===== config.mk =====
export PLATFORM = sky130hd
export DESIGN_NAME = adq_cell
export DESIGN_NICKNAME = d
export VERILOG_FILES = /design/src/design/adq_pkg.sv /design/src/design/adq_cell.sv
export SDC_FILE = /design/constraint.sdc
export NUM_CORES = 1
export LEC_CHECK = 0
export BUFFER_PORTS_ARGS = -buffer_cell sky130_fd_sc_hd__buf_4
export CAP_MARGIN = 40
export CELL_PAD_IN_SITES_DETAIL_PLACEMENT = 1
export CELL_PAD_IN_SITES_GLOBAL_PLACEMENT = 1
export CORE_ASPECT_RATIO = 0.9
export CORE_MARGIN = 2
export CORE_UTILIZATION = 25
export CTS_CLUSTER_DIAMETER = 30
export DETAILED_ROUTE_END_ITERATION = 7
export GPL_ROUTABILITY_DRIVEN = 0
export PLACE_DENSITY = 0.92
export SYNTH_ARGS = -nofsm -noshare
export SYNTH_HDL_FRONTEND = slang
export SYNTH_SLANG_ARGS = --single-unit
export TNS_END_PERCENT = 100

===== constraint.sdc =====
create_clock -name clk -period 3.1 [get_ports clk]
set_input_delay 0.31 -clock clk [delete_from_list [all_inputs] [get_ports clk]]
set_output_delay 0.31 -clock clk [all_outputs]
set_load 0.05 [all_outputs]

===== src/design/adq_pkg.sv =====
// ----------------------------------------------------------------------------
// adq_pkg
// Shared codes and types for the array double-ended queue.
// ----------------------------------------------------------------------------
package adq_pkg;

  // command codes
  localparam logic [1:0] CMD_INS_FRONT = 2'd0;
  localparam logic [1:0] CMD_INS_REAR  = 2'd1;
  localparam logic [1:0] CMD_DEL_FRONT = 2'd2;
  localparam logic [1:0] CMD_DEL_REAR  = 2'd3;

  // status codes
  localparam logic [1:0] ST_OK        = 2'd0;
  localparam logic [1:0] ST_OVERFLOW  = 2'd1;
  localparam logic [1:0] ST_UNDERFLOW = 2'd2;

  localparam int unsigned WORD_W = 32;

  typedef logic signed [WORD_W-1:0] word_t;

  // per-transaction write controls broadcast along the row of cells
  typedef struct packed {
    logic ins_front;  // shift head..tail up, word goes to head
    logic ins_rear;   // word goes to tail + 1
    logic ins_first;  // queue was empty, word goes to slot 0
  } cell_ctl_t;

endpackage


===== src/design/adq_cell.sv =====
// ----------------------------------------------------------------------------
// adq_cell
// One slot of the queue store. Loads the new word, takes its lower
// neighbour's word on a front insert, and drives its word onto the read
// bus when its position is selected.
// ----------------------------------------------------------------------------
module adq_cell import adq_pkg::*; #(
  parameter int unsigned AW  = 7,
  parameter int unsigned IDX = 0
) (
  input  logic          clk,
  input  cell_ctl_t     ctl,
  input  logic [AW-1:0] head,
  input  logic [AW-1:0] tail_inc,
  input  logic [AW-1:0] rd_pos,
  input  word_t         word,
  input  word_t         prev,
  output word_t         slot,
  output word_t         rd_word
);

  localparam logic [AW-1:0] POS = AW'(IDX);

  logic at_head;
  logic in_shift;
  logic at_rear;

  // role of this cell in the current transaction
  assign at_head  = (POS == head);
  assign in_shift = (POS > head) && (POS <= tail_inc);
  assign at_rear  = (POS == tail_inc);

  // slot register
  always_ff @(posedge clk) begin
    if (ctl.ins_first && (POS == '0)) begin
      slot <= word;
    end else if (ctl.ins_front && at_head) begin
      slot <= word;
    end else if (ctl.ins_front && in_shift) begin
      slot <= prev;
    end else if (ctl.ins_rear && at_rear) begin
      slot <= word;
    end
  end

  // gated read onto the shared bus
  assign rd_word = (POS == rd_pos) ? slot : '0;

endmodule


==> results of run 1 <==
cell usage after synthesis, drive strengths merged:
cell type / n / area share (%)
nand2: 2 / 0.54
nor4b: 2 / 1.3
and2: 32 / 16
nor4: 3 / 2.4
or4: 1 / 0.81
clkbuf: 35 / 9.7
a21oi: 1 / 0.36
edfxtp: 32 / 69
power by group through the flow:
stage	sequential (µW)	combinational, µW	clock [µW]
after floorplan	663	28.2	0
after global placement	540	251	0
after detailed placement	543	256	0
after CTS	534	256	310
after global routing	538	263	330
final	533	253	292
logic make-up (layout without fill, tap and decap cells):
| group | after synthesis | count (layout) | share of synthesized area [%] |
|---|---|---|---|
| buffers and inverters | 35 | 129 | 9.67 |
| DFF | 32 | 32 | 68.8 |
| AOI/OAI and AO/OA | 1 | 1 | 0.358 |
| and+or+nand+nor | 40 | 40 | 21.2 |
worst max-delay path: stages:
cell and delay (ns):
buf_4 0.11, or4_4 0.54, nor4_4 0.41, buf_4 0.32
and2_2 0.17, buf_4 0.19
cell usage in the layout (no fill, tap or decap):
| cell | count |
|---|---|
| nor4_1 | 2 |
| a21oi_1 | 1 |
| buf_4 | 122 |
| edfxtp_1 | 32 |
| or4_4 | 1 |
| clkbuf_1 | 1 |
| nand2_1 | 2 |
| clkbuf_8 | 5 |
| nor4b_1 | 2 |
| and2_2 | 21 |
| and2_1 | 11 |
| clkinv_2 | 1 |
| nor4_4 | 1 |
routing by layer:
layer / GRT usage [%] / routed length, µm / vias to the layer above
li1: - / - / 520
met1: 12.9 / 1380 / 526
met2: 22.9 / 2050 / 74
met3: 4.28 / 335 / 6
met4: 5.65 / 51 / 0
met5: 0 / 0 / -
final cells by class:
type,count,area share (%)
Sequential cell,32,41.1
Timing Repair Buffer,122,39.1
Multi-Input combinational cell,41,12.9
Tap cell,67,3.58
Clock buffer,6,3.10
Clock inverter,1,0.214
worst paths after layout:
check	start	to	slack, ns	cells past startpoint
worst max-delay path	rd_pos[1]	rd_word[17]	0.73	6
worst min-delay path	word[12]	slot[12]	0.21	1
per-stage QoR:
stage / std cells / setup slack, ns / cell area (µm²) / total power, µW / hold WS (ns)
3_3_place_gp: 262 / 0.724 / 2260 / 791 / 0.488
3_5_place_dp: 262 / 0.671 / 2260 / 799 / 0.489
6_report: 269 / 0.730 / 2340 / 1080 / 0.207
5_1_grt: 269 / 0.554 / 2340 / 1130 / 0.188
2_1_floorplan: 108 / 1.12 / 1400 / 692 / 0.477
4_1_cts: 269 / 0.670 / 2340 / 1100 / 0.194
==> reports/metrics.yaml, run 1 <==
run_status:
  status: "finished clean"
synthesis:
  synthCells: 108
  ys_ff_latch: 32
  ys_seq_area_share_pct: 68.8
  yosys_warnings: 0
  syn_avg_cell_area_um2: 12.9
  yosysUniqueCellTypes: 11
  syn_nets: 197
  syn_area_mm2: 0.00140
sta:
  fmax_mhz: 422
  min_period_ns: 2.37
  rsz0062_at_grt: "false"
  finalSetupViolCount: 0
  tns_ns: 0
  hold_viol: 0
  maxSlewHeadroom_pct: 57.7
  timing.final.max_slew_violations: 0
  tightest_slew_ns: 0.633
  finalCritPeriodShare_pct: 76.4
floorplan:
  core_mm2: 0.00532
  dieHeight_um: 74.9
  io_pins: 153
  rows: 25
  start_util_pct: 26.3
  die_w_um: 82.8
  dieArea_mm2: 0.00621
detailed_routing:
  vias_per_cell: 4.19
  routed_wl_um: 3810
  vias: 1126
  dr.first_iter.drc_count: 14
  drc_errors: 0
  dr.pass1.iters: 3
  drtAntennaViolNets: 0
  wl_per_cell_um: 14.2
pwr:
  p_seq_share_pct: 49.4
  p_int_uw: 761
  power.clock.fraction_pct: 27.1
  combPwrFrac_pct: 23.5
  vdd_drop_max_mv: 0.251
  power.density_mw_per_mm2: 461
  switchingPower_uw: 317
  leakage_uw: 0.00109
  p_sw_share_pct: 29.4
global_route:
  grt_max_degree: 23
  antenna_found_initial: 0
  grt_pass1_wl_um: 5800
  grt_pass1_vias: 1198
  overflow: 0
  grt_usage_pct: 12.3
finish:
  fin_util_pct: 44.0
  final-seq-area_um2: 961
  area_growth_pct: 67.4
  final_nets: 291
  multi_input_area_um2: 302
  largest-register: "slot"
  n_antenna_cell: 0
  drive_above_1_share_pct: 74.8
  fillers: 563
  reg_top3: "slot x32"
  largest_reg_flops: 32
clock_tree:
  post_cts_resized: 0
  cts-root-buf: "clkbuf_8"
  cts_tree: "yes"
  clk_pin_slew_worst_paths_ns: 0.06
  holdBufCountCts: 0
  numClockSinks: 32
  cts_buffers: 5
  cts_buffer_depth: 2
  htreeDepth: 2
  cts_setup_buffers: 0
setup_path:
  crit_type: "in2out"
  path_max_fanout: 22
  required_ns: 2.79
  crit_arrival_ns: 2.06
  crit_path_start_kind: "input port"
  cp-end-kind: "output pin"
worst_hold_path:
  worst_hold_path_type: "in2reg"
job:
  maxCapViolCount: 0
placed_design:
  io_buffers: 120
  place_hpwl_um: 3120
Power figures use the tool's default switching activity.
==> run 2, diff against run 1 <==
--- a/config.mk
+++ b/config.mk
@@ -11,11 +11,11 @@
 export CELL_PAD_IN_SITES_GLOBAL_PLACEMENT = 1
 export CORE_ASPECT_RATIO = 0.9
 export CORE_MARGIN = 2
-export CORE_UTILIZATION = 25
+export CORE_UTILIZATION = 21
 export CTS_CLUSTER_DIAMETER = 30
 export DETAILED_ROUTE_END_ITERATION = 7
 export GPL_ROUTABILITY_DRIVEN = 0
-export PLACE_DENSITY = 0.92
+export PLACE_DENSITY = 0.83
 export SYNTH_ARGS = -nofsm -noshare
 export SYNTH_HDL_FRONTEND = slang
 export SYNTH_SLANG_ARGS = --single-unit
==> constraint.sdc (replaced) <==
create_clock -name clk -period 1.9 [get_ports clk]
set_input_delay 0.19 -clock clk [delete_from_list [all_inputs] [get_ports clk]]
set_output_delay 0.19 -clock clk [all_outputs]
set_load 0.05 [all_outputs]
==> reports/metrics.yaml, run 2 (synthesis results as in run 1) <==
run_status:
  status: "finished clean"
global_route:
  antenna_found_initial: 0  # unchanged
  grt_pass1_vias: 1166  # -2.7%
  grt_max_degree: 33  # +43%
  grt_pass1_wl_um: 5850  # +0.84%
  overflow: 0  # unchanged
  grt_usage_pct: 10.7  # -1.6 points
job:
  maxCapViolCount: 0  # unchanged
sta:
  hold_viol: 0  # unchanged
  tightest_slew_ns: 0.294  # -0.340 ns
  rsz0062_at_grt: "false"
  fmax_mhz: 556
  tns_ns: 0  # unchanged
  timing.final.max_slew_violations: 0  # unchanged
  min_period_ns: 1.80
  holdWs_ns: 0.0748  # -0.133 ns
  finalSetupViolCount: 0  # unchanged
  finalCritPeriodShare_pct: 94.7
  maxSlewHeadroom_pct: 80.2  # +22 points
  setup_ws_ns: 0.100  # -0.630 ns
detailed_routing:
  vias: 1121  # -0.44%
  dr.first_iter.drc_count: 17  # +3
  dr.pass1.iters: 2  # -1
  routed_wl_um: 3960  # +3.8%
  drtAntennaViolNets: 0  # unchanged
  drc_errors: 0  # unchanged
  wl_per_cell_um: 13.5  # -4.7%
  vias_per_cell: 3.83  # -8.6%
worst_hold_path:
  worst_hold_path_type: "in2reg"
setup_path:
  crit_path_start_kind: "input port"
  path_max_fanout: 32  # +45%
  cp-end-kind: "output pin"
  required_ns: 1.71  # -1.08 ns
  crit_type: "in2out"
  crit_arrival_ns: 1.61  # -0.45 ns
finish:
  layout_commonest_cell: "buf_4"
  final_nets: 291  # unchanged
  reg_top3: "slot x32"
  final_cell_mix: "buf_4 (120), edfxtp_1 (32), and2_2 (21), and2_1 (11), clkbuf_8 (5)"
  n_antenna_cell: 0  # unchanged
  largest-register: "slot"
  fin_util_pct: 37.3  # -6.7 points
  fillers: 743  # +32%
  final_cells: 293  # +8.9%
  drive_above_1_share_pct: 75.4  # +0.62 points
  area_growth_pct: 73.7
  largest_reg_flops: 32  # unchanged
clock_tree:
  cts-root-buf: "clkbuf_8"
  cts_setup_buffers: 0  # unchanged
  cts_tree: "yes"
  post_cts_resized: 0  # unchanged
  cts_buffer_depth: 2  # unchanged
  numClockSinks: 32  # unchanged
  holdBufCountCts: 0  # unchanged
  clk_pin_slew_worst_paths_ns: 0.08  # +0.02 ns
  htreeDepth: 2  # unchanged
  cts_buffers: 5  # unchanged
placed_design:
  pre_cts_ws_ns: 0.0762  # -0.594 ns
  place_hpwl_um: 3100  # -0.57%
  placed_cells: 285  # +8.8%
  io_buffers: 120  # unchanged
floorplan:
  rows: 28  # +12%
  core_mm2: 0.00652  # +23%
  start_util_pct: 21.4  # -4.8 points
  die_w_um: 90.0  # +8.7%
  io_pins: 153  # unchanged
  dieArea_mm2: 0.00732  # +18%
  dieHeight_um: 81.4  # +8.6%
pwr:
  leakage_uw: 0.00111  # +1.9%
  power.density_mw_per_mm2: 801  # +74%
  vdd_drop_max_mv: 0.286  # +14%
-- run 2: cell types whose count changed in the layout (fill, tap and decap cells not counted) --
cell        change
buf_12          +2
buf_4           -2
bufinv_16       +1
clkbuf_1        -1
clkinvlp_4      +1
-- run 2: path summary, 6_finish.rpt --
kind                       from          end  slack [ns]  depth (start not counted)
worst max-delay path  rd_pos[1]  rd_word[16]        0.10                          6
worst min-delay path   word[24]     slot[24]        0.07                          1
-- run 2: layer usage --
metal  wire [µm]  vias up  global-route usage [%]
li1            -      523                       -
met1        1450      513                    10.5
met2        2080       79                    20.2
met3         355        6                    4.36
met4          74        0                    5.08
met5           0        -                       0
-- run 2: stage by stage --
step	total power [µW]	cell area [µm²]
2_1_floorplan	1130	1400
3_3_place_gp	1300	2320
3_5_place_dp	1310	2320
4_1_cts	1980	2430
5_1_grt	2030	2430
6_report	1940	2430
-- run 2: power breakdown --
group	internal, µW	switching (µW)	leakage [µW]
Clock	388	270	0.0000541
Combinational	153	265	0.000742
Sequential	842	25.5	0.000313
-- run 2: worst max-delay path, stage by stage --
cell	delay, ns
buf_4	0.11
or4_4	0.54
nor4_4	0.21
buf_12	0.21
and2_2	0.16
buf_4	0.19
-- run 2: cell type report --
type                    count  area [µm²]  share of cell area [%]
clock inverters             3        42.5                    1.75
well taps                  90         113                    4.64
clock buffers               5        68.8                    2.84
flip-flops and latches     32         961                    39.6
repair buffers            122         941                    38.8
multi-input cells          41         302                    12.4
